$ cat src/hw/rtl/kmp_pkg.sv
`default_nettype none

package kmp_pkg;

    // Command codes carried in s_tuser
    typedef enum logic [1:0] {
        CMD_CLEAR  = 2'd0,
        CMD_APPEND = 2'd1,
        CMD_TEXT   = 2'd2,
        CMD_END    = 2'd3
    } cmd_code_t;

    typedef enum logic [1:0] {
        ST_IDLE,
        ST_APP_CMP,
        ST_TXT_CMP,
        ST_EMIT
    } state_t;

    localparam int START_BITS   = 16;
    localparam int OUT_POS_BITS = 16;
    localparam int BYTE_BITS    = 8;

    // Controller -> datapath
    typedef struct packed {
        logic clear_pat;   // drop pattern
        logic restart;     // reset text search state
        logic app_write;   // store pattern byte at index len
        logic app_first;   // first pattern byte: table entry 1 = 0
        logic app_lookup;  // start failure walk at build pointer
        logic txt_step;    // advance text position, capture byte
        logic txt_lookup;  // start match walk at match pointer
        logic follow;      // take failure link from table read data
        logic use_j;       // walk ended on a hit (else pointer is zero)
        logic app_finish;  // write table entry, grow pattern
        logic txt_finish;  // update match pointer / record match
        logic emit;        // load result register
    } dp_cmd_t;

    // Datapath -> controller
    typedef struct packed {
        logic len_full;
        logic len_zero;
        logic bp_zero;
        logic txt_skip;
        logic txt_start_ok;
        logic cmp_eq;
        logic f_zero;
        logic out_free;
    } dp_status_t;

endpackage

`default_nettype wire

$ cat src/hw/rtl/kmp_ctrl.sv
`default_nettype none

module kmp_ctrl (
    input  wire logic                 aclk,
    input  wire logic                 aresetn,
    input  wire logic                 s_tvalid,
    output logic                      s_tready,
    input  wire logic [1:0]           cmd_code,
    input  wire kmp_pkg::dp_status_t  status,
    output kmp_pkg::dp_cmd_t          cmd
);

    kmp_pkg::state_t state_reg, state_next;
    logic            take;

    assign s_tready = (state_reg == kmp_pkg::ST_IDLE);
    assign take     = s_tvalid && s_tready;

    always_ff @(posedge aclk) begin
        if (!aresetn) begin
            state_reg <= kmp_pkg::ST_IDLE;
        end else begin
            state_reg <= state_next;
        end
    end

    // next state
    always_comb begin
        state_next = state_reg;
        case (state_reg)
            kmp_pkg::ST_IDLE: begin
                if (take) begin
                    case (cmd_code)
                        kmp_pkg::CMD_APPEND: begin
                            if (!status.len_full && !status.len_zero && !status.bp_zero) begin
                                state_next = kmp_pkg::ST_APP_CMP;
                            end
                        end
                        kmp_pkg::CMD_TEXT: begin
                            if (!status.txt_skip && status.txt_start_ok) begin
                                state_next = kmp_pkg::ST_TXT_CMP;
                            end
                        end
                        kmp_pkg::CMD_END: state_next = kmp_pkg::ST_EMIT;
                        default:          state_next = kmp_pkg::ST_IDLE;
                    endcase
                end
            end
            kmp_pkg::ST_APP_CMP, kmp_pkg::ST_TXT_CMP: begin
                if (status.cmp_eq || status.f_zero) begin
                    state_next = kmp_pkg::ST_IDLE;
                end
            end
            kmp_pkg::ST_EMIT: begin
                if (status.out_free) begin
                    state_next = kmp_pkg::ST_IDLE;
                end
            end
            default: state_next = kmp_pkg::ST_IDLE;
        endcase
    end

    // datapath commands
    always_comb begin
        cmd = '0;
        case (state_reg)
            kmp_pkg::ST_IDLE: begin
                if (take) begin
                    case (cmd_code)
                        kmp_pkg::CMD_CLEAR: begin
                            cmd.clear_pat = 1'b1;
                            cmd.restart   = 1'b1;
                        end
                        kmp_pkg::CMD_APPEND: begin
                            if (!status.len_full) begin
                                cmd.app_write = 1'b1;
                                if (status.len_zero) begin
                                    cmd.app_first = 1'b1;
                                end else if (status.bp_zero) begin
                                    cmd.app_finish = 1'b1;
                                end else begin
                                    cmd.app_lookup = 1'b1;
                                end
                            end
                        end
                        kmp_pkg::CMD_TEXT: begin
                            if (!status.txt_skip) begin
                                cmd.txt_step   = 1'b1;
                                cmd.txt_lookup = status.txt_start_ok;
                            end
                        end
                        default: ;
                    endcase
                end
            end
            kmp_pkg::ST_APP_CMP: begin
                cmd.use_j = status.cmp_eq;
                if (status.cmp_eq || status.f_zero) begin
                    cmd.app_finish = 1'b1;
                end else begin
                    cmd.follow = 1'b1;
                end
            end
            kmp_pkg::ST_TXT_CMP: begin
                cmd.use_j = status.cmp_eq;
                if (status.cmp_eq || status.f_zero) begin
                    cmd.txt_finish = 1'b1;
                end else begin
                    cmd.follow = 1'b1;
                end
            end
            kmp_pkg::ST_EMIT: begin
                if (status.out_free) begin
                    cmd.emit    = 1'b1;
                    cmd.restart = 1'b1;
                end
            end
            default: ;
        endcase
    end

endmodule

`default_nettype wire

$ cat config.mk
export PLATFORM = sky130hd
export DESIGN_NAME = kmp_ctrl
export DESIGN_NICKNAME = d
export VERILOG_FILES = /design/src/hw/rtl/kmp_pkg.sv /design/src/hw/rtl/kmp_ctrl.sv
export SDC_FILE = /design/constraint.sdc
export NUM_CORES = 1
export LEC_CHECK = 0
export BUFFER_PORTS_ARGS = -buffer_cell sky130_fd_sc_hd__clkbuf_2
export CORE_AREA = 4 4 41 43
export DETAILED_ROUTE_END_ITERATION = 12
export DIE_AREA = 0 0 45 47
export SLEW_MARGIN = 5
export SYNTH_ARGS = -nofsm -noshare
export SYNTH_HDL_FRONTEND = slang
export SYNTH_SLANG_ARGS = --single-unit
$ cat constraint.sdc
create_clock -name aclk -period 5 [get_ports aclk]
set_clock_uncertainty 0.15 [all_clocks]
set_input_delay 0.25 -clock aclk [delete_from_list [all_inputs] [get_ports aclk]]
set_output_delay 0.25 -clock aclk [all_outputs]
set_load 0.01 [all_outputs]
== Yosys cells after proc, flatten, opt, wreduce, memory -nomap -nowiden ==
Index checks and enable logic that the tools add are counted.

* Bits in registers: 2
* Bits of input ports: 13
* Output and inout bits: 13
* Word-level logic and storage cells: 56

* Equality and inequality tests: 11
* Muxes and demuxes: 31
* Reductions and logical operators: 13

{| class="wikitable"
|+ Operator list
! cell !! number
|-
| 2-bit 2-to-1 mux || 9
|-
| 1-bit 2-to-1 mux || 14
|-
| 2-bit one-hot mux with 3 select lines || 2
|-
| 2-bit == test (second input constant) || 4
|-
| 7-bit 2-to-1 mux || 1
|-
| 3-bit 2-to-1 mux || 2
|-
| 3-bit != test (second input constant) || 2
|-
| 5-bit 2-to-1 mux || 1
|-
| 5-bit AND reduction || 1
|-
| 2-bit by 1-bit == test with 1-bit output (second input constant) || 2
|-
| 1-bit logical AND || 4
|-
| 1-bit logical NOT || 4
|-
| 2-bit logical NOT || 2
|-
| 2-bit by 1-bit != test with 1-bit output (second input constant) || 2
|-
| 1-bit one-hot mux with 2 select lines || 2
|-
| 2-bit != test (second input constant) || 1
|-
| 2-bit OR reduction || 1
|-
| 1-bit logical OR || 1
|}

== Logic depth before layout (Yosys ltp) ==
* Depth in word-level cells: 7
* Gate-level depth with buffers: 6
* Mapped depth without buffers: 6

== Worst setup path after synthesis ==
OpenSTA, ideal clock, no wires.

* Kind: reg2out
* Start point: reg state_reg[0]
* End point: out cmd[7] (netlist name)
* Data arrival time: 1610 ps
* Required time: 4600 ps
* Setup slack: 2990 ps
* Stages on the path, launching flop included: 6
* Path buffers: 0
* Cells stage by stage: dfxtp_1 inv_1 ha_1 nand2_1 nor3_1 nor3b_1

{| class="wikitable"
|+ RTL lines
! element !! RTL line !! text
|-
| start, declared || kmp_ctrl.sv:13 || <nowiki>kmp_pkg::state_t state_reg, state_next;</nowiki>
|-
| start signal, assigned || kmp_ctrl.sv:21 || <nowiki>state_reg <= kmp_pkg::ST_IDLE;</nowiki>
|-
| start signal, assigned || kmp_ctrl.sv:23 || <nowiki>state_reg <= state_next;</nowiki>
|-
| end, declared || kmp_ctrl.sv:10 || <nowiki>output kmp_pkg::dp_cmd_t cmd</nowiki>
|}

==> impl_metrics.ini <==
[floorplanning]
fp-row-count = 13
start_util_pct = 24.9
core_um2 = 1300
die_h_um = 47
io_pins = 26
die_w_um = 45
dieArea_um2 = 2120

[synthesis]
synth_ff_type = dfxtp_1
ys_warn_count = 0
synth_cell_types = 20
synth_edf_count = 0
async_flop_share_pct = 0
synth.most_common_cell = ha_1
synth_common_cells = ha_1 (5), and2_1 (4), nand2_1 (4)
ys_seq_area_share_pct = 12.4
synth-seq-cells = 2
syn_area_per_cell_um2 = 8.31
synth.cell_area_um2 = 324
synth_area_leaders = ha_1 (19%), dfxtp_1 (12%), a2111oi_4 (8.5%)
synth_top_area_share_pct = 19.3
synthCells = 39
syn_nets = 57
yosys.area.top_type = ha_1

[timing]
final-setup-viol-count = 0
period_share_pct = 43.4
slew_viol_final = 0
slew_headroom_pct = 69.9
final.setup.tns_ps = 0
max_freq_mhz = 461
finalHoldViolations = 0
worst_pin_slew_ps = 450
min_period_ps = 2170
setup_ws_ps = 2830
rsz0062_at_grt = no

[route]
dr.pass1.iters = 2
num_vias = 356
drc_errors = 0
ant_nets = 0
wire_per_inst_um = 9.67
totalWireLength_um = 793
drt-initial-drc-count = 6
viasPerCell = 4.34

[power_and_ir_drop]
p_per_area_nw_per_um2 = 230
ir_drop_mv = 0.113
power.leakage_nw = 0.252

[critical_path]
path_class = register to output pin
setup.worst_path.end_class = output pin
r2r_start = state_reg[0]
cp_data_arrival_time_ps = 1770
critical_path.startpoint = state_reg[0]
worstPathMaxFanout = 4
startpoint_type = register
critPathRequiredTime_ps = 4600

[final_layout]
final_util_pct = 37.7
largest_register_ffs = 2
antenna_cells = 0
final_nets = 87
areaGrowthSynthToFinish_pct = 51.4
drive_gt1_share_pct = 49.3

[clock_network]
clock_latency_ps = 220
cts_tree = yes
cts_setup_buffers = 0
cts_buffers = 3
cts_sinks = 2
clk_pin_slew_ps = 30
cts_root_buf = clkbuf_4
h-tree-depth = 1
cts-resized-gates = 0
cts_hold_buffers = 0
clock_path_buffers = 2

[placement]
io_buffers = 25
dp_slack_ps = 3050
dp_hpwl_um = 713
gp_congestion = 0.747

[grt]
grt_pass1_vias = 365
grt_max_degree = 5
overflow = 0
grt_pass1_wl_um = 1320
grt.total_usage_pct = 8.75
antenna_found_initial = 0

[hold_path]
hp-start = aresetn
hp-class = input port to register

[run]
drv_cap = 0

[outcome]
status = finished clean
stage by stage:
step | power, mW | cells | area [µm²] | hold WS [ps]
after global placement | 0.0779 | 79 | 468 | 348
after CTS | 0.117 | 82 | 490 | 152
final | 0.113 | 82 | 490 | 160
after detailed placement | 0.0785 | 79 | 468 | 344
after floorplan | 0.0580 | 39 | 324 | 246
after global routing | 0.124 | 82 | 490 | 187
power by group:
part           internal, mW  switching (mW)  total [mW]
clock network        0.0265         0.00884      0.0353
logic                0.0272          0.0290      0.0562
registers            0.0187         0.00265      0.0213
cell type report:
| cell class | instances | area (µm²) |
|---|---|---|
| Inverter | 2 | 7.51 |
| Fill cell | 150 | 811 |
| Multi-Input combinational cell | 35 | 277 |
| Tap cell | 15 | 18.8 |
| Sequential cell | 2 | 40.0 |
| Timing Repair Buffer | 25 | 125 |
| Clock buffer | 3 | 22.5 |
critical path, stage by stage, from the launching register on:
cell,delay (ps)
dfxtp_1,330
inv_1,110
ha_1,260
nand2_1,130
nor3_1,330
nor3b_1,230
clkbuf_2,160
cells in the final DEF (no fill, tap or decap), types with 2 or more instances in the layout:
| cell | n |
|---|---|
| nand3_1 | 2 |
| dfxtp_1 | 2 |
| nor2b_1 | 2 |
| nor3_1 | 3 |
| clkbuf_2 | 25 |
| nor2_1 | 2 |
| nand2_1 | 4 |
| ha_1 | 5 |
| and2_1 | 4 |
| mux2i_1 | 2 |
| inv_1 | 2 |
| nor3b_1 | 2 |
| clkbuf_4 | 3 |
layer usage:
metal,vias up,global-route usage (%),share of wire (%)
met5,-,0,0
met4,0,7.02,0
met3,0,2.68,5.5
met2,10,16.4,57
met1,154,7.67,38
li1,192,-,-
logic make-up (layout without fill, tap and decap cells):
family,after synthesis,in the layout,share of synthesized area [%]
AND/OR/NAND/NOR,24,24,44.8
adder cells (fa/ha/maj),5,5,19.3
AO/OA/AOI/OAI,4,4,15.1
multiplexers,2,2,6.18
flip-flops,2,2,12.4
buffers and inverters,2,30,2.32
final timing paths:
check	end	slack (ps)	depth (start not counted)
worst max-delay path	cmd[7]	2830	6
worst min-delay path	state_reg[1]	160	3
worst max register to register	state_reg[0]	3220	5
worst min register to register	state_reg[1]	340	2
(Power assumes the default switching activity.)
