File: config.mk
export PLATFORM = sky130hd
export DESIGN_NAME = kmp_datapath
export DESIGN_NICKNAME = d
export VERILOG_FILES = /design/src/hw/rtl/kmp_pkg.sv /design/src/hw/rtl/kmp_ram.sv /design/src/hw/rtl/kmp_datapath.sv
export SDC_FILE = /design/constraint.sdc
export NUM_CORES = 2
export LEC_CHECK = 0
export BUFFER_PORTS_ARGS = -buffer_cell sky130_fd_sc_hd__buf_2
export CAP_MARGIN = 40
export CORE_UTILIZATION = 25
export DETAILED_ROUTE_END_ITERATION = 7
export PLACE_DENSITY = 0.36
export SYNTH_ARGS = -nofsm -noshare
export SYNTH_HDL_FRONTEND = slang
export SYNTH_MEMORY_MAX_BITS = 65536
export SYNTH_SLANG_ARGS = --single-unit
File: constraint.sdc
create_clock -name aclk -period 11.3 [get_ports aclk]
set_input_delay 0.565 -clock aclk [delete_from_list [all_inputs] [get_ports aclk]]
set_output_delay 0.565 -clock aclk [all_outputs]
set_load 0.02 [all_outputs]
File: src/hw/rtl/kmp_pkg.sv
`default_nettype none

package kmp_pkg;

    // Command codes carried in s_tuser
    typedef enum logic [1:0] {
        CMD_CLEAR  = 2'd0,
        CMD_APPEND = 2'd1,
        CMD_TEXT   = 2'd2,
        CMD_END    = 2'd3
    } cmd_code_t;

    typedef enum logic [1:0] {
        ST_IDLE,
        ST_APP_CMP,
        ST_TXT_CMP,
        ST_EMIT
    } state_t;

    localparam int START_BITS   = 16;
    localparam int OUT_POS_BITS = 16;
    localparam int BYTE_BITS    = 8;

    // Controller -> datapath
    typedef struct packed {
        logic clear_pat;   // drop pattern
        logic restart;     // reset text search state
        logic app_write;   // store pattern byte at index len
        logic app_first;   // first pattern byte: table entry 1 = 0
        logic app_lookup;  // start failure walk at build pointer
        logic txt_step;    // advance text position, capture byte
        logic txt_lookup;  // start match walk at match pointer
        logic follow;      // take failure link from table read data
        logic use_j;       // walk ended on a hit (else pointer is zero)
        logic app_finish;  // write table entry, grow pattern
        logic txt_finish;  // update match pointer / record match
        logic emit;        // load result register
    } dp_cmd_t;

    // Datapath -> controller
    typedef struct packed {
        logic len_full;
        logic len_zero;
        logic bp_zero;
        logic txt_skip;
        logic txt_start_ok;
        logic cmp_eq;
        logic f_zero;
        logic out_free;
    } dp_status_t;

endpackage

`default_nettype wire

File: src/hw/rtl/kmp_ram.sv
`default_nettype none

module kmp_ram #(
    parameter int WIDTH = 8,
    parameter int DEPTH = 256,
    localparam int AW = (DEPTH > 1) ? $clog2(DEPTH) : 1
) (
    input  wire logic             aclk,
    input  wire logic             we,
    input  wire logic [AW-1:0]    waddr,
    input  wire logic [WIDTH-1:0] wdata,
    input  wire logic [AW-1:0]    raddr,
    output logic      [WIDTH-1:0] rdata
);

    logic [WIDTH-1:0] mem [DEPTH];

    always_ff @(posedge aclk) begin
        if (we) begin
            mem[waddr] <= wdata;
        end
        rdata <= mem[raddr];
    end

endmodule

`default_nettype wire

File: src/hw/rtl/kmp_datapath.sv
`default_nettype none

module kmp_datapath #(
    parameter int PATTERN_MAX   = 256,
    parameter int POSITION_BITS = 16
) (
    input  wire logic                              aclk,
    input  wire logic                              aresetn,
    input  wire kmp_pkg::dp_cmd_t                  cmd,
    output kmp_pkg::dp_status_t                    status,
    input  wire logic [kmp_pkg::BYTE_BITS-1:0]     data_in,
    input  wire logic                              cfg_we,
    input  wire logic [kmp_pkg::START_BITS-1:0]    cfg_data,
    input  wire logic                              out_ready,
    output logic                                   out_valid,
    output logic                                   out_found,
    output logic [kmp_pkg::OUT_POS_BITS-1:0]       out_pos
);

    localparam int PW = $clog2(PATTERN_MAX + 1);
    localparam int AW = (PATTERN_MAX > 1) ? $clog2(PATTERN_MAX) : 1;
    localparam int CW = (POSITION_BITS > kmp_pkg::START_BITS) ? POSITION_BITS
                                                               : kmp_pkg::START_BITS;
    localparam int BB = kmp_pkg::BYTE_BITS;
    localparam int SB = kmp_pkg::START_BITS;
    localparam int OB = kmp_pkg::OUT_POS_BITS;

    // architectural state
    logic [SB-1:0]            start_reg, start_next;
    logic [PW-1:0]            len_reg, len_next;
    logic [PW-1:0]            bp_reg, bp_next;
    logic [PW-1:0]            mp_reg, mp_next;
    logic [POSITION_BITS-1:0] tp_reg, tp_next;
    logic                     done_reg, done_next;
    logic [OB-1:0]            found_reg, found_next;
    // walk working registers
    logic [BB-1:0]            last_reg, last_next;
    logic [BB-1:0]            byte_reg, byte_next;
    logic [BB-1:0]            key_reg, key_next;
    logic [PW-1:0]            j_reg, j_next;
    // result register
    logic                     ov_reg, ov_next;
    logic                     of_reg, of_next;
    logic [OB-1:0]            op_reg, op_next;

    // memories
    logic [BB-1:0] p_rdata;
    logic [PW-1:0] f_rdata;
    logic [AW-1:0] rd_addr;
    logic          f_we;
    logic [PW-1:0] f_wdata;
    logic [AW-1:0] f_waddr;

    logic [PW-1:0] rd_ptr;
    logic [PW-1:0] rd_ptr_m1;
    logic [PW-1:0] mp_clamp;
    logic [PW-1:0] j_end;
    logic [PW:0]   j1;
    logic [SB-1:0] eff_start;
    logic [POSITION_BITS-1:0] tp_inc;
    logic [CW-1:0] found_full;

    kmp_ram #(.WIDTH(BB), .DEPTH(PATTERN_MAX)) u_pat_ram (
        .aclk  (aclk),
        .we    (cmd.app_write),
        .waddr (len_reg[AW-1:0]),
        .wdata (data_in),
        .raddr (rd_addr),
        .rdata (p_rdata)
    );

    kmp_ram #(.WIDTH(PW), .DEPTH(PATTERN_MAX)) u_fail_ram (
        .aclk  (aclk),
        .we    (f_we),
        .waddr (f_waddr),
        .wdata (f_wdata),
        .raddr (rd_addr),
        .rdata (f_rdata)
    );

    assign eff_start = (start_reg == '0) ? SB'(1) : start_reg;
    assign tp_inc    = tp_reg + POSITION_BITS'(1);
    assign mp_clamp  = ((mp_reg == '0) || (mp_reg > len_reg)) ? PW'(1) : mp_reg;

    // read pointer (1-based) for the next table/pattern lookup
    always_comb begin
        if (cmd.follow) begin
            rd_ptr = f_rdata;
        end else if (cmd.txt_lookup) begin
            rd_ptr = mp_clamp;
        end else begin
            rd_ptr = bp_reg;
        end
    end
    assign rd_ptr_m1 = rd_ptr - PW'(1);
    assign rd_addr   = rd_ptr_m1[AW-1:0];

    assign j_end = cmd.use_j ? j_reg : '0;
    assign j1    = {1'b0, j_end} + (PW+1)'(1);

    // failure table write: entry 1 on the first byte, entry len+1 at walk end
    assign f_we    = cmd.app_first || cmd.app_finish;
    assign f_wdata = cmd.app_first ? '0 : j1[PW-1:0];
    assign f_waddr = len_reg[AW-1:0];

    assign found_full = CW'(tp_reg) + CW'(1) - CW'(len_reg);

    always_comb begin
        status.len_full     = (len_reg == PW'(PATTERN_MAX));
        status.len_zero     = (len_reg == '0);
        status.bp_zero      = (bp_reg == '0);
        status.txt_skip     = done_reg || (&tp_reg);
        status.txt_start_ok = (CW'(tp_inc) >= CW'(eff_start)) && (len_reg != '0);
        status.cmp_eq       = (p_rdata == key_reg);
        status.f_zero       = (f_rdata == '0);
        status.out_free     = !ov_reg || out_ready;
    end

    always_comb begin
        start_next = start_reg;
        len_next   = len_reg;
        bp_next    = bp_reg;
        mp_next    = mp_reg;
        tp_next    = tp_reg;
        done_next  = done_reg;
        found_next = found_reg;
        last_next  = last_reg;
        byte_next  = byte_reg;
        key_next   = key_reg;
        j_next     = j_reg;
        ov_next    = ov_reg && !out_ready;
        of_next    = of_reg;
        op_next    = op_reg;

        if (cfg_we) begin
            start_next = cfg_data;
        end

        if (cmd.app_write) begin
            byte_next = data_in;
        end
        if (cmd.app_first) begin
            len_next  = PW'(1);
            bp_next   = '0;
            last_next = data_in;
        end
        if (cmd.app_lookup) begin
            key_next = last_reg;
        end
        if (cmd.app_lookup || cmd.txt_lookup || cmd.follow) begin
            j_next = rd_ptr;
        end
        if (cmd.app_finish) begin
            bp_next   = j1[PW-1:0];
            len_next  = len_reg + PW'(1);
            last_next = cmd.app_write ? data_in : byte_reg;
        end

        if (cmd.txt_step) begin
            tp_next = tp_inc;
        end
        if (cmd.txt_lookup) begin
            key_next = data_in;
        end
        if (cmd.txt_finish) begin
            if (j1 > {1'b0, len_reg}) begin
                done_next  = 1'b1;
                found_next = found_full[OB-1:0];
                mp_next    = PW'(1);
            end else begin
                mp_next = j1[PW-1:0];
            end
        end

        if (cmd.emit) begin
            ov_next = 1'b1;
            if (len_reg == '0) begin
                of_next = 1'b1;
                op_next = OB'(eff_start);
            end else if (done_reg) begin
                of_next = 1'b1;
                op_next = found_reg;
            end else begin
                of_next = 1'b0;
                op_next = '0;
            end
        end

        if (cmd.clear_pat) begin
            len_next = '0;
            bp_next  = '0;
        end
        if (cmd.restart) begin
            mp_next    = PW'(1);
            tp_next    = '0;
            done_next  = 1'b0;
            found_next = '0;
        end
    end

    always_ff @(posedge aclk) begin
        if (!aresetn) begin
            start_reg <= SB'(1);
            len_reg   <= '0;
            bp_reg    <= '0;
            mp_reg    <= PW'(1);
            tp_reg    <= '0;
            done_reg  <= 1'b0;
            found_reg <= '0;
            ov_reg    <= 1'b0;
        end else begin
            start_reg <= start_next;
            len_reg   <= len_next;
            bp_reg    <= bp_next;
            mp_reg    <= mp_next;
            tp_reg    <= tp_next;
            done_reg  <= done_next;
            found_reg <= found_next;
            ov_reg    <= ov_next;
        end
    end

    always_ff @(posedge aclk) begin
        last_reg <= last_next;
        byte_reg <= byte_next;
        key_reg  <= key_next;
        j_reg    <= j_next;
        of_reg   <= of_next;
        op_reg   <= op_next;
    end

    assign out_valid = ov_reg;
    assign out_found = of_reg;
    assign out_pos   = op_reg;

endmodule

`default_nettype wire

; ---- Word-level counts from Yosys, hierarchy flattened
; Memory sizes are Yosys's and may differ from the RTL's. A register that Yosys moved wholly into a read port is not among the register bits.
; Index checks and enable logic that the tools add are counted.
[op_classes]
n_addsub = 5
n_lt_le_gt_ge = 3
n_eq_ne = 2
n_mux = 24
bitwise_logic = 1
n_reduce_logical = 22
[ops]
columns = op, n
row1 = $mux W9, 10
row2 = $mux W16, 3
row3 = $mux W8, 5
row4 = $logic_not A9 Y1, 4
row5 = $add A16 B1 Y16 const B, 1
row6 = $ge A16 B16 Y1, 1
row7 = $logic_not A16 Y1, 1
row8 = $reduce_and A16 Y1, 1
row9 = $sub A16 B9 Y16, 1
row10 = $add A9 B1 Y10 const B, 1
row11 = $gt A10 B9 Y1, 1
row12 = $add A9 B1 Y9 const B, 1
row13 = $eq A9 B9 Y1 const B, 1
row14 = $gt A9 B9 Y1, 1
row15 = $reduce_bool A9 Y1, 1
row16 = $eq A8 B8 Y1, 1
row17 = $sub A8 B1 Y8 const B, 1
row18 = $logic_or A1 B1 Y1, 6
row19 = $mux W1, 6
row20 = $reduce_bool A2 Y1, 2
row21 = $reduce_or A2 Y1, 2
row22 = $logic_and A1 B1 Y1, 2
row23 = $logic_not A1 Y1, 2
row24 = $reduce_and A2 Y1, 1
row25 = $not A1 Y1, 1
[totals]
ff_bits = 127
ramBits = 4352
inputBits = 40
elab_cells = 73
memories = 2
[memory_table]
columns = memory, words, word_bits, rd, rd_ports_with_merged_regs, wr, line
row1 = u_fail_ram.mem, 256, 9, 1, 1, 1, kmp_ram.sv:16  ; logic [WIDTH-1:0] mem [DEPTH];
row2 = u_pat_ram.mem, 256, 8, 1, 1, 1, kmp_ram.sv:16

; ---- Longest topological paths before layout
[logic_depth]
depth_word = 6
ltp_mapped = 24
mapped_depth_nobuf = 16

; ---- Cells and area by module
; A second synthesis with hierarchy kept.
[unflattened]
cells_unflattened = 8782
area_unflattened_um2 = 176350.4
[by_module_without_submodules]
columns = module, instances, cells_each, area_each_um2, seq_area_each_um2
row1 = kmp_ram (u_fail_ram), 1, 4237, 89278.1, 69366.5
row2 = kmp_ram (u_pat_ram), 1, 3733, 79556.3, 61659.1
row3 = kmp_datapath, 1, 812, 7516.0, 2962.8

; ---- Least setup slack after synthesis
; Ideal clock, no wire load.
[synth_path]
path_type = input to register
start = in cmd[3] in the netlist's numbering
end = mem u_fail_ram.mem[0][4] in the netlist's numbering, data pin
setup_ns = 1.451
arrival_ns = 7.855
required_time_ns = 9.849
setup_slack_ns = 1.994
cell_stages = 7
n_path_buf = 1
path_cell_list = clkbuf_1 > and2_1 > ha_1 > nand3_1 > xnor2_1 > and2_1 > nor2b_1
[synth_via]
elab_chain_cells = 3
[synth_lines]
columns = element, line
row1 = from (decl), kmp_datapath.sv:9  ; input wire kmp_pkg::dp_cmd_t cmd,
row2 = $mux W9, kmp_datapath.sv:98  ; assign j_end = cmd.use_j ? j_reg : '0;
row3 = $add A9 B1 Y10, kmp_datapath.sv:99  ; assign j1 = {1'b0, j_end} + (PW+1)'(1);
row4 = $mux W9, kmp_datapath.sv:103  ; assign f_wdata = cmd.app_first ? '0 : j1[PW-1:0];
row5 = named net f_wdata[4], kmp_datapath.sv:51  ; logic [PW-1:0] f_wdata;
row6 = to (decl), kmp_ram.sv:16
; The timed path passes the listed nets, and every way through them passes these cells.

; ---- Final worst setup path
[layout_path]
start = reg len_reg[6]
end = reg u_fail_ram.rdata[6] (read register of u_fail_ram.mem)
[layout_via]
elab_chain_cells = 6
[layout_lines]
columns = element, line
row1 = from (decl), kmp_datapath.sv:30  ; logic [PW-1:0] len_reg, len_next;
row2 = from (signal assigned), kmp_datapath.sv:213  ; len_reg <= len_next;
row3 = $gt A9 B9 Y1, kmp_datapath.sv:83  ; assign mp_clamp = ((mp_reg == '0) || (mp_reg > len_reg)) ? PW'(1) : mp_reg;
row4 = $logic_or A1 B1 Y1, kmp_datapath.sv:83
row5 = $mux W9, kmp_datapath.sv:83
row6 = $mux W9, kmp_datapath.sv:89  ; end else if (cmd.txt_lookup) begin
row7 = $mux W9, kmp_datapath.sv:87  ; if (cmd.follow) begin
row8 = $sub A8 B1 Y8, kmp_datapath.sv:95  ; assign rd_ptr_m1 = rd_ptr - PW'(1);
row9 = to (decl), kmp_ram.sv:13  ; output logic [WIDTH-1:0] rdata
; Every way passes these cells.
; A chain may end at the register's enable or synchronous reset.

==> metrics.cfg <==
[outcome]
status = completed

[synthesis]
synth_area_leaders = edfxtp_1, mux4_2, nand2_1
synth_warnings = 0
yosys.area.top_type_share_pct = 74.7
synth_top_area_cell = edfxtp_1
synth-simple-area-share_pct = 5.97
synth_compound_area_share_pct = 1.44
ys_ff_latch = 4496
synth_top_family_by_area = multiplexers
yosysSeqAreaShare_pct = 75.9
synth_xor_area_share_pct = 0.331
ys_types = 77
muxShareOfSynthArea_pct = 14.5
avgSynthCellArea_sq_um = 19.1
async_flop_share_pct = 0
synthCells = 9251
syn_nets = 9342
synth-adder-area-share_pct = 0.366
syn_area_sq_um = 177000
yosys_most_used_dff = edfxtp_1
synth_edf_count = 4394

[finish]
largestRegisters = u_fail_ram.mem x2304, u_pat_ram.mem x2048
final_nets = 10100
drive_above_1_share_pct = 25.4
fin_cells = 19700
largest_register_ffs = 2304
top_register = u_fail_ram.mem
fin_area_sq_um = 209000
final_util_pct = 29.8
syn_to_final_growth_pct = 18.6

[placed_design]
place_congestion = 0.752
hpwl_um = 349000
post-place-cells = 18700
portBuffers = 65
placed_cell_area_sq_um = 193000

[global_route]
antenna_found_initial = 52
grt_overflow = 0
grt_pass1_vias = 96600
track_usage_pct = 15.6
grt_pass1_wl_um = 794000
grt_max_degree = 182

[floorplan]
die-area_sq_um = 710000
fp-row-count = 308
coreArea_sq_um = 704000
die_w_um = 842
start_util_pct = 25.1
io_pins = 66
dieHeight_um = 842

[critical_path]
crit_arrival_ns = 8.52
end_kind = flop
path_max_fanout = 46
cp.required_ns = 12.22
crit_type = flop to flop
start_kind = flop

[drt]
routed_wl_um = 571000
viasPerCell = 4.66
drt_iter0_drc = 8021
drc_errors = 0
dr_total_vias = 91800
wl_per_cell_um = 29.0
dr.pass1.iters = 6
postRouteAntennaNets = 0

[timing]
setup_viol = 0
hold_ws_ns = 0.0976
max_clock_freq_mhz = 132
fin_skew_ns = 0.0559
rsz0062_at_grt = false
tightestPinTransition_ns = 1.35
finalHoldViolCount = 0
post-route-period-util_pct = 67.2
slew_viol_final = 0
maxSlewHeadroom_pct = 10.2
tns_ns = 0
post-route-min-period_ns = 7.60

[clock_tree]
cts-root-buf = clkbuf_16
cts_buffers = 480
clock-sinks = 4496
h-tree-depth = 5
path_clk_slew_ns = 0.06
cts_tree = yes
post_cts_resized = 0
clk_latency_ns = 1.06
cts_buffer_depth = 4

[pwr]
max-vdd-ir-drop_v = 0.000226
leakagePower_nw = 67.1
p_per_area_nw_per_um2 = 232

[min_path]
hold_class = primary input to flop

[run]
cap_violations = 0

## path summary, 6_finish.rpt
path / from / endpoint / slack, ns / depth (start not counted)
worst max-delay path: len_reg[6] / u_fail_ram.rdata[6] / 3.70 / 17
worst min-delay path: data_in[6] / u_pat_ram.mem[227][6] / 0.1 / 1
worst max register to register: len_reg[6] / u_fail_ram.rdata[6] / 3.70 / 17
worst min register to register: found_reg[11] / found_reg[11] / 0.47 / 2
## synthesized netlist by cell type, types with 16 or more instances
cell,count
a31oi_1,26
o21ai_0,61
xor2_1,26
a32oi_1,17
mux2_2,16
a21o_1,17
a311oi_1,29
a21oi_1,31
inv_1,61
buf_4,20
buf_1,45
o22ai_1,46
nand2_1,1173
nor2_1,621
nand3_1,487
nand4_1,47
o31ai_1,21
edfxtp_1,4394
ha_1,50
and3_1,71
mux2i_1,71
a22oi_1,16
buf_2,145
xnor2_1,37
dfxtp_1,102
nor2b_1,27
clkbuf_1,335
mux4_2,1099
## through the flow
stage | power [mW] | setup WS (ns)
after CTS | 49.5 | 3.50
after detailed placement | 33.5 | 3.51
final | 48.6 | 3.70
after floorplan | 27.1 | 1.99
after global placement | 33.4 | 3.14
after global routing | 50.5 | 3.31
## cell usage in the layout (no fill, tap or decap), drive strengths merged, types with 12 or more instances in the layout
master	n
edfxtp	4394
nand2	1174
mux4	1100
buf	742
nor2	621
clkbuf	599
nand3	488
clkinv	201
dfxtp	102
inv	77
and3	71
mux2i	71
dlygate4sd3	64
o21ai	64
bufinv	53
ha	50
nand4	47
o22ai	47
xnor2	39
a21oi	32
a311oi	29
nor2b	27
a31oi	26
xor2	26
clkinvlp	23
o31ai	23
a21o	17
a32oi	17
a22oi	16
mux2	16
nor3	13
diode	12
and4	12
a211oi	12
## cell families after synthesis
kind of cell	count (synthesis)
compound gates	348
xor+xnor	65
fa+ha+maj	51
buf+inv	611
flops	4496
mux	1187
simple gates	2493
## metal layers
layer | up-vias | global-route usage, % | wire [um]
li1 | 38600 | - | -
met1 | 50200 | 21.9 | 257000
met2 | 2394 | 25.8 | 272000
met3 | 649 | 2.49 | 30200
met4 | 8 | 3.09 | 11800
met5 | - | 0 | 57
## area by class of cell
| cell class | instances | area (sq um) |
|---|---|---|
| fillers | 68800 | 494000 |
| flip-flops and latches | 4496 | 134000 |
| multi-input cells | 4144 | 40500 |
| clock buffers | 599 | 12800 |
| well taps | 9300 | 11600 |
| repair buffers | 806 | 7430 |
| clock inverters | 291 | 2840 |
| inverters | 63 | 236 |
| diodes | 12 | 30.0 |
## timing repair
| action | 4_1_cts | 5_1_grt |
|---|---|---|
| hold endpoints to repair | 240 | 0 |
| hold buffers | 64 | 0 |
| buffers inserted | 0 | 0 |
## worst max-delay path: stages (launching register included)
cell	delay, ns
dfxtp_1	0.75
inv_1	0.32
ha_1	0.40
and4_4	0.18
nand3_1	0.22
and2_1	0.19
a22o_4	0.57
inv_1	0.17
ha_4	0.59
buf_16	0.33
buf_4	0.67
buf_4	0.46
mux4_2	0.35
mux2i_1	0.21
a21oi_1	0.26
a32oi_1	0.81
nand4_1	0.55
and3b_1	0.34
## power by group
group | internal [mW] | switching (mW) | leakage (nW)
clock | 9.17 | 6.71 | 7.60
combinational | 4.93 | 9.18 | 18.6
sequential | 18.5 | 0.119 | 40.9
total | 32.6 | 16.0 | 67.1
No activity file was read; power rests on OpenSTA's default activity.
